### src/rtl/orient3d_filtered_predicate_top_macros.svh
// ----------------------------------------------------------------------------
// orient3d_filtered_predicate_top_macros
// Assertion macros for the orientation predicate block. Define ASSERT_OFF
// to compile them out.
// ----------------------------------------------------------------------------
`ifndef ORIENT3D_FILTERED_PREDICATE_TOP_MACROS_SVH
`define ORIENT3D_FILTERED_PREDICATE_TOP_MACROS_SVH

`ifndef ASSERT_OFF

// same-cycle implication
`define O3D_ASSERT_IMPL(label, clk, rst_n, pre, post) \
  label: assert property (@(posedge clk) disable iff (!rst_n) (pre) |-> (post)) \
    else $error("o3d assertion failed: implication");

// next-cycle implication
`define O3D_ASSERT_NEXT(label, clk, rst_n, pre, post) \
  label: assert property (@(posedge clk) disable iff (!rst_n) (pre) |=> (post)) \
    else $error("o3d assertion failed: next-cycle implication");

`else

`define O3D_ASSERT_IMPL(label, clk, rst_n, pre, post)
`define O3D_ASSERT_NEXT(label, clk, rst_n, pre, post)

`endif

`endif

### src/rtl/o3d_pkg.sv
// ----------------------------------------------------------------------------
// o3d_pkg
// Shared types and constants of the filtered 3D orientation predicate.
// ----------------------------------------------------------------------------
`timescale 1ns / 1ps

package o3d_pkg;

  localparam int unsigned FIELD_W        = 16;
  localparam int unsigned COORD_BITS_DEF = 16;
  localparam int unsigned DET_W          = 56;
  localparam int unsigned SHIFT_W        = 6;
  localparam int unsigned ORIENT_W       = 2;

  localparam logic [SHIFT_W-1:0] SHIFT_RESET = 6'd42;

  localparam logic signed [ORIENT_W-1:0] ORIENT_POS  = 2'sb01;
  localparam logic signed [ORIENT_W-1:0] ORIENT_ZERO = 2'sb00;
  localparam logic signed [ORIENT_W-1:0] ORIENT_NEG  = 2'sb11;

  typedef struct packed {
    logic signed [FIELD_W-1:0] ax;
    logic signed [FIELD_W-1:0] ay;
    logic signed [FIELD_W-1:0] az;
    logic signed [FIELD_W-1:0] bx;
    logic signed [FIELD_W-1:0] by;
    logic signed [FIELD_W-1:0] bz;
    logic signed [FIELD_W-1:0] cx;
    logic signed [FIELD_W-1:0] cy;
    logic signed [FIELD_W-1:0] cz;
    logic signed [FIELD_W-1:0] dx;
    logic signed [FIELD_W-1:0] dy;
    logic signed [FIELD_W-1:0] dz;
  } in_item_t;

  typedef struct packed {
    logic signed [ORIENT_W-1:0] orientation;
    logic signed [DET_W-1:0]    determinant;
  } res_t;

endpackage

### src/rtl/o3d_tol.sv
// ----------------------------------------------------------------------------
// o3d_tol
// Stages 2-5: largest axis extent, its cube over two multiplies, then the
// configured right shift.
// ----------------------------------------------------------------------------
`timescale 1ns / 1ps

module o3d_tol #(
  parameter int unsigned CoordBits = o3d_pkg::COORD_BITS_DEF,
  localparam int unsigned CubeW    = 3 * CoordBits
) (
  input  logic                          clk_i,
  input  logic [CoordBits-1:0]          ext_i [3],
  input  logic [o3d_pkg::SHIFT_W-1:0]   shift_i,
  output logic [CubeW-1:0]              tol_o
);

  logic [CoordBits-1:0]   emax_d;
  logic [CoordBits-1:0]   e2_q;
  logic [CoordBits-1:0]   e3_q;
  logic [2*CoordBits-1:0] sq_q;
  logic [CubeW-1:0]       cube_q;
  logic [CubeW-1:0]       tol_q;

  always_comb begin
    emax_d = ext_i[0];
    if (ext_i[1] > emax_d) begin
      emax_d = ext_i[1];
    end
    if (ext_i[2] > emax_d) begin
      emax_d = ext_i[2];
    end
  end

  always_ff @(posedge clk_i) begin
    e2_q   <= emax_d;
    sq_q   <= (2*CoordBits)'(e2_q) * (2*CoordBits)'(e2_q);
    e3_q   <= e2_q;
    cube_q <= CubeW'(sq_q) * CubeW'(e3_q);
    tol_q  <= cube_q >> shift_i;
  end

  assign tol_o = tol_q;

endmodule
### config.mk
export PLATFORM = sky130hd
export DESIGN_NAME = o3d_tol
export DESIGN_NICKNAME = d
export VERILOG_FILES = /design/src/rtl/orient3d_filtered_predicate_top_macros.svh /design/src/rtl/o3d_pkg.sv /design/src/rtl/o3d_tol.sv
export SDC_FILE = /design/constraint.sdc
export NUM_CORES = 2
export LEC_CHECK = 0
export BUFFER_PORTS_ARGS = -buffer_cell sky130_fd_sc_hd__buf_4
export CELL_PAD_IN_SITES_DETAIL_PLACEMENT = 0
export CELL_PAD_IN_SITES_GLOBAL_PLACEMENT = 2
export CORE_ASPECT_RATIO = 0.7
export CORE_MARGIN = 2
export CORE_UTILIZATION = 42
export CTS_CLUSTER_SIZE = 25
export DETAILED_ROUTE_END_ITERATION = 16
export PLACE_DENSITY = 0.81
export SYNTH_ARGS = -nofsm -noshare
export SYNTH_HDL_FRONTEND = slang
export SYNTH_SLANG_ARGS = --single-unit
### constraint.sdc
create_clock -name clk_i -period 7.8 [get_ports clk_i]
set_input_delay 0.78 -clock clk_i [delete_from_list [all_inputs] [get_ports clk_i]]
set_output_delay 0.78 -clock clk_i [all_outputs]
set_load 0.05 [all_outputs]
# --- Word-level counts from Yosys, hierarchy flattened ---
# Cells that the tools add are included.
totals:
  regBits: 160
  in_bits: 55
  out_inout_bits: 48
  elab_cells: 12
op_classes:
  mul: 2
  n_lt_le_gt_ge: 2
  shifts: 1
  mux: 2
op_table:
  columns: ["operator", "n"]
  rows:
  - ["$mul 32x16->48", 1]
  - ["$shr 48x6->48", 1]
  - ["$gt 16x16->1", 2]
  - ["$mul 16x16->32", 1]
  - ["$mux 16", 2]

# --- Logic depth before layout (Yosys ltp) ---
logic_depth:
  ltp_word: 4
  depth_mapped: 25
  mapped_depth_nobuf: 24

# --- Worst setup path after synthesis ---
# OpenSTA, ideal clock, no wires.
synth_path:
  path_type: "register to register"
  startpoint: "register sq_q[10]"
  endpoint: "register cube_q[44]"
  setup_ns: 0.121
  t_arrival_ns: 5.991
  required_time_ns: 7.679
  path_slack_ns: 1.688
  path_stages_with_launch: 24
  n_path_buf: 1
  period_less_slack_ns: 6.112
  path_cell_list: "dfxtp_1 > clkbuf_1 > nand2_1 > fa_1 > fa_1 > inv_1 > fa_1 > inv_1 > fa_1 > inv_1 > fa_1 > inv_1 > fa_1 > inv_1 > ha_1 > a21oi_1 > o21ai_0 > a32o_1 > o21ai_2 > o31ai_2 > a221oi_2 > o31ai_1 > or3_1 > xor2_1"
synth_between:
  elab_chain_cells: 1
synth_lines:
  columns: ["element", "line_no", "rtl"]
  rows:
  - ["start: declaration", "o3d_tol.sv:21", "logic [2*CoordBits-1:0] sq_q;"]
  - ["start signal: assignment", "o3d_tol.sv:37", "sq_q <= (2*CoordBits)'(e2_q) * (2*CoordBits)'(e2_q);"]
  - ["$mul 32x16->48", "o3d_tol.sv:39", "cube_q <= CubeW'(sq_q) * CubeW'(e3_q);"]
  - ["end signal: assignment", "o3d_tol.sv:39", null]
  - ["end: declaration", "o3d_tol.sv:22", "logic [CubeW-1:0] cube_q;"]
# No other way between the ends.

# --- Worst setup path in the final report ---
layout_path:
  startpoint: "register e3_q[5]"
  endpoint: "register cube_q[41]"
layout_between:
  elab_chain_cells: 1
layout_lines:
  columns: ["element", "line_no", "rtl"]
  rows:
  - ["start: declaration", "o3d_tol.sv:20", "logic [CoordBits-1:0] e3_q;"]
  - ["start signal: assignment", "o3d_tol.sv:38", "e3_q <= e2_q;"]
  - ["$mul 32x16->48", "o3d_tol.sv:39", null]
# No other way between the ends.

==> metrics.yaml <==
routing:
  finalWirelength_um: 76000
  drt-pass1-iter-count: 5
  viasPerCell: 5.12
  wire_per_inst_um: 17.7
  route.detailed.drc: 0
  vias: 21959
  drt_iter0_drc: 1416
  ant_nets: 0
die:
  die_area_um2: 73500
  die_h_um: 227
  die_x_um: 323
  num_io_pins: 103
  core-area_um2: 70200
  num_rows: 81
  initial_utilization_pct: 42.7
timing:
  finalSetupTns_ns: 0
  rsz0062_at_grt: "no"
  drv_slew: 0
  clock.fmax_mhz: 138
  fin_crit_ns: 7.23
  relSlewSlack_pct: 15.7
  fin_skew_ns: 0.0120
  hold_slack_ns: 0.505
  setup_violations: 0
  hold_viol: 0
  min_period_over_period_pct: 92.7
  tightest_slew_ns: 1.26
placed_design:
  dpl.hpwl_um: 63000
  port_buffers: 102
  place_inst: 4256
  routabilityCongestion: 0.867
global_routing:
  antenna_found_initial: 1
  grt_usage_pct: 22.5
  grt_pass1_wl_um: 130000
  grt_max_degree: 55
  grt_pass1_vias: 24029
  overflow: 0
clock_network:
  post_cts_buffers: 0
  ctsResizeCount: 0
  cts_hold_buf: 0
  clkTransAtPathRegs_ns: 0.07
  cts.sink_count: 158
  cts_tree: "yes"
  clk_latency_ns: 0.49
  htreeDepth: 4
  clock_path_buffers: 2
  cts_buffers: 17
  cts-root-buf: "clkbuf_16"
worst_setup_path:
  startpoint_type: "flop"
  reg2reg_depth: 22
  path_buf_inv: 5
  critPathCaptureType: "flop"
  rr_endpoint: "cube_q[41]"
  crit_fanout: 31
  r2r_slack_ns: 0.57
  crit-reg2reg-launch: "e3_q[5]"
  path_depth: 22
  cp_slowest_cell: "dfxtp_1"
  crit_family: "adder cells"
  critPathKind: "flop to flop"
  worstPathCellList: "nand2_1 > fa_1 > inv_1 > fa_1 > fa_1 > inv_1 > fa_1 > inv_1 > fa_1 > inv_1 > fa_1 > inv_1 > ha_1 > nand2_1 > o21ai_0 > a21oi_1 > a211oi_1 > o22ai_1 > o211a_1 > o21ai_0 > a21oi_1 > xnor2_1"
  cpMostUsedCell: "fa_1"
  critPathArrivalTime_ns: 7.61
  critical_path.startpoint: "e3_q[5]"
  critPathMaxStageDelay_ns: 1.10
  required_ns: 8.18
  cp-endpoint: "cube_q[41]"
logic_synthesis:
  synth_top_area_cell: "fa_1"
  synth-seq-cells: 158
  synthCells: 3317
  synth_enable_flop_cells: 0
  yosys_warnings: 0
  yosys-top-cells-area: "fa_1 (38%), ha_1 (11%), dfxtp_1 (11%), inv_1 (9.0%), and2_1 (5.5%)"
  ys_seq_area_share_pct: 10.6
  synthesis.area_um2: 30000
  synth.top_cell.area_share_pct: 37.9
  ys.flop_type: "dfxtp_1"
  yosys.cell_types.count: 61
  synth_nets: 4197
  synthArstFlopShare_pct: 0
  syn_area_per_cell_um2: 9.03
job:
  maxCapViolCount: 0
hold_path:
  hp-class: "flop to flop"
  holdCritStartpoint: "e2_q[13]"
layout:
  instances_no_fill: 4287
  final_cell_mix: "inv_1 (716), fa_1 (568), nand2_1 (431), and2_1 (264), ha_1 (257)"
  nets: 4201
  drive_above_1_share_pct: 7.50
  syn_to_final_growth_pct: 7.46
  final_common_cell: "inv_1"
  num_antenna_cells: 0
run_status:
  status: "finished, final reports clean"
[how the worst min path moves through the flow]
| stage | slack, ns | cells after the start | endpoint |
|---|---|---|---|
| 2_1_floorplan | 0.33 | 0 | cube_q[0] |
| 3_3_place_gp | 0.51 | 1 | e3_q[13] |
| 3_5_place_dp | 0.50 | 1 | e3_q[13] |
| 4_1_cts | 0.49 | 3 | e2_q[6] |
| 5_1_grt | 0.51 | 2 | e2_q[0] |
| 6_report | 0.51 | 1 | e3_q[13] |
[metal layers]
metal | track usage [%] | vias up | wire length [µm]
met5 | 0 | - | 0
met4 | 4.34 | 0 | 1040
met3 | 3.85 | 66 | 4020
met2 | 33.5 | 490 | 32400
met1 | 34.3 | 11260 | 38600
li1 | - | 10143 | -
[cell type report]
class	instances	area, µm²
Clock buffer	20	447
Clock inverter	11	133
Fill cell	6872	38000
Inverter	716	2690
Multi-Input combinational cell	2287	23500
Sequential cell	158	3160
Tap cell	954	1190
Timing Repair Buffer	141	1060
[kinds of logic (layout without fill, tap and decap cells)]
family,after synthesis,after routing,synth area share (%)
fa+ha+maj,825,825,48.7
compound gates,335,335,7.14
mux,130,130,5.82
flops,158,158,10.6
xor+xnor,80,80,2.34
simple gates,917,917,14.5
buf+inv,872,888,11.0
[state kept, by name (all words and copies together), names as in the netlist]
| register | count |
|---|---|
| cube_q | 48 |
| e2_q | 16 |
| e3_q | 15 |
| sq_q | 31 |
| tol_o | 48 |
[synthesized netlist by cell type (6+ instances only)]
library cell,count
mux4_2,32
o21a_1,6
inv_1,716
and3_1,11
a211oi_1,22
nor2_1,114
nor3_1,13
clkbuf_1,133
xnor2_1,49
xor2_1,31
a21oi_1,105
mux2i_1,65
nand4_1,14
dfxtp_1,158
buf_2,20
nor2b_1,19
a21o_1,57
o21bai_1,13
o21ai_0,62
and2_1,264
nand2b_1,12
ha_1,257
a31oi_1,15
o22ai_1,14
nand3_1,23
fa_1,568
nand2_1,431
mux2_2,33
[per-stage QoR]
step | setup WS [ns] | util [%] | cell area [µm²]
after floorplan | 1.69 | - | 30000
after detailed placement | 0.719 | 45.0 | 31600
after global routing | 0.117 | 45.9 | 32200
final | 0.569 | 45.9 | 32200
after CTS | 0.687 | 45.9 | 32200
after global placement | 0.723 | 45.0 | 31600
Power is left out: the tool's default activity adds up to more than one toggle a clock period on the data nets, which glitch-free logic cannot reach.
