File: src/rtl/orient3d_filtered_predicate_top_macros.svh
// ----------------------------------------------------------------------------
// orient3d_filtered_predicate_top_macros
// Assertion macros for the orientation predicate block. Define ASSERT_OFF
// to compile them out.
// ----------------------------------------------------------------------------
`ifndef ORIENT3D_FILTERED_PREDICATE_TOP_MACROS_SVH
`define ORIENT3D_FILTERED_PREDICATE_TOP_MACROS_SVH

`ifndef ASSERT_OFF

// same-cycle implication
`define O3D_ASSERT_IMPL(label, clk, rst_n, pre, post) \
  label: assert property (@(posedge clk) disable iff (!rst_n) (pre) |-> (post)) \
    else $error("o3d assertion failed: implication");

// next-cycle implication
`define O3D_ASSERT_NEXT(label, clk, rst_n, pre, post) \
  label: assert property (@(posedge clk) disable iff (!rst_n) (pre) |=> (post)) \
    else $error("o3d assertion failed: next-cycle implication");

`else

`define O3D_ASSERT_IMPL(label, clk, rst_n, pre, post)
`define O3D_ASSERT_NEXT(label, clk, rst_n, pre, post)

`endif

`endif

File: src/rtl/o3d_pkg.sv
// ----------------------------------------------------------------------------
// o3d_pkg
// Shared types and constants of the filtered 3D orientation predicate.
// ----------------------------------------------------------------------------
`timescale 1ns / 1ps

package o3d_pkg;

  localparam int unsigned FIELD_W        = 16;
  localparam int unsigned COORD_BITS_DEF = 16;
  localparam int unsigned DET_W          = 56;
  localparam int unsigned SHIFT_W        = 6;
  localparam int unsigned ORIENT_W       = 2;

  localparam logic [SHIFT_W-1:0] SHIFT_RESET = 6'd42;

  localparam logic signed [ORIENT_W-1:0] ORIENT_POS  = 2'sb01;
  localparam logic signed [ORIENT_W-1:0] ORIENT_ZERO = 2'sb00;
  localparam logic signed [ORIENT_W-1:0] ORIENT_NEG  = 2'sb11;

  typedef struct packed {
    logic signed [FIELD_W-1:0] ax;
    logic signed [FIELD_W-1:0] ay;
    logic signed [FIELD_W-1:0] az;
    logic signed [FIELD_W-1:0] bx;
    logic signed [FIELD_W-1:0] by;
    logic signed [FIELD_W-1:0] bz;
    logic signed [FIELD_W-1:0] cx;
    logic signed [FIELD_W-1:0] cy;
    logic signed [FIELD_W-1:0] cz;
    logic signed [FIELD_W-1:0] dx;
    logic signed [FIELD_W-1:0] dy;
    logic signed [FIELD_W-1:0] dz;
  } in_item_t;

  typedef struct packed {
    logic signed [ORIENT_W-1:0] orientation;
    logic signed [DET_W-1:0]    determinant;
  } res_t;

endpackage

File: src/rtl/o3d_diff.sv
// ----------------------------------------------------------------------------
// o3d_diff
// Stage 1: narrows coordinates, forms edge vectors from the first point and
// the per-axis extent of the four points.
// ----------------------------------------------------------------------------
`timescale 1ns / 1ps

module o3d_diff #(
  parameter int unsigned CoordBits = o3d_pkg::COORD_BITS_DEF,
  localparam int unsigned DiffW    = CoordBits + 1
) (
  input  logic                         clk_i,
  input  o3d_pkg::in_item_t            item_i,
  output logic signed [DiffW-1:0]      diff_o [3][3],
  output logic        [CoordBits-1:0]  ext_o  [3]
);

  logic signed [CoordBits-1:0] pt [4][3];
  logic signed [DiffW-1:0]     diff_d [3][3];
  logic        [CoordBits-1:0] ext_d  [3];
  logic signed [DiffW-1:0]     diff_q [3][3];
  logic        [CoordBits-1:0] ext_q  [3];

  always_comb begin
    pt[0][0] = item_i.ax[CoordBits-1:0];
    pt[0][1] = item_i.ay[CoordBits-1:0];
    pt[0][2] = item_i.az[CoordBits-1:0];
    pt[1][0] = item_i.bx[CoordBits-1:0];
    pt[1][1] = item_i.by[CoordBits-1:0];
    pt[1][2] = item_i.bz[CoordBits-1:0];
    pt[2][0] = item_i.cx[CoordBits-1:0];
    pt[2][1] = item_i.cy[CoordBits-1:0];
    pt[2][2] = item_i.cz[CoordBits-1:0];
    pt[3][0] = item_i.dx[CoordBits-1:0];
    pt[3][1] = item_i.dy[CoordBits-1:0];
    pt[3][2] = item_i.dz[CoordBits-1:0];
  end

  always_comb begin
    logic signed [CoordBits-1:0] hi01, hi23, lo01, lo23, hi, lo;
    logic signed [DiffW-1:0]     span;
    for (int k = 0; k < 3; k++) begin
      for (int i = 0; i < 3; i++) begin
        diff_d[i][k] = DiffW'(pt[i+1][k]) - DiffW'(pt[0][k]);
      end
    end
    for (int k = 0; k < 3; k++) begin
      hi01 = (pt[1][k] > pt[0][k]) ? pt[1][k] : pt[0][k];
      lo01 = (pt[1][k] < pt[0][k]) ? pt[1][k] : pt[0][k];
      hi23 = (pt[3][k] > pt[2][k]) ? pt[3][k] : pt[2][k];
      lo23 = (pt[3][k] < pt[2][k]) ? pt[3][k] : pt[2][k];
      hi   = (hi23 > hi01) ? hi23 : hi01;
      lo   = (lo23 < lo01) ? lo23 : lo01;
      span = DiffW'(hi) - DiffW'(lo);
      ext_d[k] = span[CoordBits-1:0];
    end
  end

  always_ff @(posedge clk_i) begin
    diff_q <= diff_d;
    ext_q  <= ext_d;
  end

  assign diff_o = diff_q;
  assign ext_o  = ext_q;

endmodule

File: config.mk
export PLATFORM = sky130hd
export DESIGN_NAME = o3d_diff
export DESIGN_NICKNAME = d
export VERILOG_FILES = /design/src/rtl/orient3d_filtered_predicate_top_macros.svh /design/src/rtl/o3d_pkg.sv /design/src/rtl/o3d_diff.sv
export SDC_FILE = /design/constraint.sdc
export NUM_CORES = 1
export LEC_CHECK = 0
export ABC_AREA = 1
export BUFFER_PORTS_ARGS = -buffer_cell sky130_fd_sc_hd__clkbuf_2
export CORE_MARGIN = 2
export CORE_UTILIZATION = 52
export CTS_CLUSTER_SIZE = 8
export DETAILED_ROUTE_END_ITERATION = 16
export PLACE_DENSITY = 0.79
export SLEW_MARGIN = 0
export SYNTH_ARGS = -nofsm -noshare
export SYNTH_HDL_FRONTEND = slang
export SYNTH_SLANG_ARGS = --single-unit
File: constraint.sdc
create_clock -name clk_i -period 6.55 [get_ports clk_i]
set_input_delay 0.9825 -clock clk_i [delete_from_list [all_inputs] [get_ports clk_i]]
set_output_delay 0.9825 -clock clk_i [all_outputs]
set_load 0.05 [all_outputs]
# == Yosys cells after proc, flatten, opt, wreduce, memory -nomap -nowiden ==
# Cells that the tools add are included.
# classes
add_sub_neg,12
order_cmp,18
muxes,18
# ops
op,count
16-bit 2-to-1 mux,18
16-bit by 16-bit subtractor with 17-bit output,9
16-bit greater-than comparator,9
16-bit less-than comparator,9
16-bit subtractor,3
# word_totals
register_bits,201
inputBits,193
out_inout_bits,201
word_cells,60

# == Logic depth before layout (Yosys ltp) ==
# depth
ltp_word,5
ltp_mapped,46
ltp_nobuf,44

# == Least setup slack after synthesis ==
# OpenSTA, ideal clock, no wires.
# synth_path
kind,in2reg
startpoint,input port item_i[112] in the netlist's numbering
endpoint,register ext_q (netlist bit ext_o[30])
setup_time_ns,0.072
t_arrival_ns,6.228
required_ns,6.478
slack_ns,0.250
path_stages,39
n_path_buf,2
cell_sequence,inv_1 > ha_1 > fa_1 > o21ai_2 > nand2_1 > nand2_2 > nand2_2 > nand2_2 > nand2_2 > nand2_2 > a31o_2 > clkbuf_1 > nand2_1 > o21ai_0 > ha_1 > a21oi_1 > o21ai_0 > a211oi_1 > [... 3 more ...] > a21oi_1 > clkbuf_1 > nand2_1 > o21ai_0 > ha_1 > inv_1 > fa_1 > nand3_1 > nand2_1 > nand4_1 > o211ai_1 > a21o_1 > a21oi_1 > o21ai_0 > a21oi_1 > nor2_1 > nor2_1 > xor2_1
# synth_lines
item,line,source
from (decl),o3d_diff.sv:13,"input o3d_pkg::in_item_t item_i,"
to (signal assigned),o3d_diff.sv:61,ext_q <= ext_d;
to (decl),o3d_diff.sv:22,logic [CoordBits-1:0] ext_q [3];

==> flow_summary.yaml <==
run_status:
  status: "completed"
routing:
  num_vias: 20900
  routedWlPerCell_um: 17.5
  totalWireLength_um: 67600
  drc: 0
  drt_pre_antenna_iters: 6
  via_per_inst: 5.42
  dr.first_iter.drc_count: 1333
  antenna_left: 0
setup_path:
  cpMostUsedCell: "nand2_1"
  cp.required_ns: 7.05
  cpPeakStageDelay_ns: 0.53
  crit_fanout: 12
  crit_family: "compound AO/OA/AOI/OAI gates"
  startpoint: "item_i[55]"
  path_buf_inv: 7
  end_kind: "flip-flop"
  worstSetupStartpointType: "input port"
  arrival_ns: 6.66
  cpMaxStageDelayCell: "o21ai_0"
  endpoint: "ext_o[14]"
  path_class: "input port to flip-flop"
  worstSetupPathDepth: 37
clocking:
  numCtsBuffers: 29
  htreeDepth: 1
  clock-root-buffer: "clkbuf_16"
  cts_buffer_depth: 3
  cts.clk_slew.worst_paths_ns: 0.05
  clock-sinks: 201
  postCtsHoldBufs: 0
  cts_tree: "yes"
placed_design:
  place_area_um2: 23700
  routabilityCongestion: 1.03
  portBuffers: 393
  hpwl_um: 58100
  dp.cells: 3819
synthesis:
  synth_fa_ha_area_frac: 0.230
  synth_enable_flop_cells: 0
  synth_top_area_cell: "ha_1"
  syn_inst: 2701
  synth.area.mux_share: 0
  netlist_area_um2: 19000
  synth_xor_area_frac: 0.0773
  async_flop_share: 0
  synth_top_family_by_area: "adder cells"
  yosys_most_used_dff: "dfxtp_1"
  synthDistinctLibCells: 43
  yosysTopAreaCellShare: 0.217
  synth_fp_nets: 3236
  yosys-top-cells-area: "ha_1 22%, dfxtp_1 21%, nand2_1 11%"
  syn_avg_cell_area_um2: 7.05
  synth-simple-area-share: 0.203
  yosysWarnings: 0
  synth_compound_area_frac: 0.197
  synth-seq-cells: 201
  seq_area_frac_synth: 0.211
sta:
  layout_min_cycle_time_ns: 6.16
  tightest_slew_ns: 0.636
  slew_violations: 0
  fin_hold_ws_ns: 0.748
  setup_viol: 0
  post-route-period-util: 0.940
  grt_setup_unrepaired: "false"
  fmax_mhz: 162
  slew_headroom: 0.572
  hold_viol_final: 0
grt:
  grt_pass1_vias: 20300
  antenna_found_initial: 2
  grt_max_degree: 31
  grt_usage: 0.346
  grt_first_pass_wirelength_um: 104000
  grt_overflow: 0
power_and_ir_drop:
  finalPower_mw: 9.52
  p_leak_nw: 13.5
  ir_worst_vdd_v: 0.000252
  p_per_area_nw_per_um2: 387
final_layout:
  fin_nets: 3918
  final_util: 0.676
  fin_area_um2: 24600
  fin_cells: 3855
  final_cell_mix: "575 x nand2_1, 393 x clkbuf_2, 339 x inv_1"
  areaGrowthSynthToFinish_pct: 29.2
  drive_gt1_frac: 0.251
  layout_commonest_cell: "nand2_1"
floorplan:
  fp.dieH_um: 195
  start_util: 0.524
  chipWidth_um: 195
  rows: 70
  dieArea_um2: 38100
  io_pins: 394
  core_area_um2: 36300
min_path:
  hold_path.class: "input port to flip-flop"
  hold_start: "item_i[144]"
run:
  cap_violations: 0
==> metrics by stage <==
| stage | setup slack [ns] | setup TNS [ns] |
|---|---|---|
| final | 0.391 | 0 |
| after global routing | 0.000675 | 0 |
| after CTS | 0.307 | 0 |
| after detailed placement | -0.239 | -1.40 |
| after global placement | -0.141 | -0.167 |
| after floorplan | 0.250 | 0 |
==> power by group <==
part,internal (mW),switching (mW),total (mW),leakage [nW]
Clock,0.793,0.558,1.35,0.380
Combinational,2.26,4.13,6.39,11.4
Sequential,1.64,0.142,1.78,1.70
Total,4.69,4.83,9.52,13.5
==> what timing repair did <==
action,in CTS,in global routing
buffers inserted,0,1
setup endpoints to repair,0,15
resized for setup,0,23
==> layout make-up <==
| class | count | area (um2) |
|---|---|---|
| multi-input combinational | 2104 | 13500 |
| fill | 3153 | 11800 |
| timing repair buffer | 702 | 4360 |
| sequential | 201 | 4020 |
| inverter | 345 | 1300 |
| clock buffer | 31 | 753 |
| tap | 468 | 586 |
| clock inverter | 2 | 13.8 |
| antenna | 2 | 5.00 |
==> how the worst min path moves through the flow <==
stage	end	slack [ns]	cells past startpoint
floorplan	diff_o[0]	1.15	2
global placement	diff_o[102]	1.33	3
detailed placement	diff_o[102]	1.33	3
CTS	diff_o[102]	0.72	3
global route	diff_o[102]	0.74	3
finish	diff_o[102]	0.75	3
==> worst min-delay path, cell delays in order <==
cell and delay (ns):
clkbuf_2 0.11, ha_1 0.15, inv_1 0.04
==> registers in the layout, indices dropped and copies added, names as in the netlist <==
register and cells:
diff_o 153, ext_o 48
==> Yosys cell counts (2+ instances only) <==
master     instances
a211oi_1          16
a21boi_0           4
a21o_1            16
a21oi_1          277
a221oi_1           4
a31o_2             3
a31oi_1           21
buf_1              4
buf_2              2
buf_6              9
clkbuf_1          36
clkinv_1           2
dfxtp_1          201
fa_1              12
ha_1             330
inv_1            340
inv_4              3
nand2_1          575
nand2_2           32
nand2_4            2
nand3_1           82
nand3_2            6
nand3b_1           3
nand4_1           22
nor2_1           179
nor3_1            17
nor3_2             3
nor3b_1            3
o2111ai_1          3
o211ai_1           3
o21a_1             4
o21ai_0          229
o21ai_1            7
o21ai_2           45
o21bai_1          18
o221ai_1           4
o22ai_1            2
o31ai_1            7
or2_2              5
xnor2_1           54
xor2_1           114
==> cells by family (layout without fill, tap and decap cells) <==
family                     after synthesis  count (layout)
and+or+nand+nor                        930             930
AOI/OAI and AO/OA                      664             664
buffers and inverters                  396            1080
adders and majority gates              342             342
DFF                                    201             201
xor gates and xnor gates               168             168
other                                    0               2
==> layer usage <==
metal	vias up	track usage	share of wire
met5	-	0	0
met4	0	0.138	0.043
met3	138	0.0741	0.098
met2	877	0.546	0.42
met1	9479	0.461	0.44
li1	10400	-	-
(Power assumes the default switching activity.)
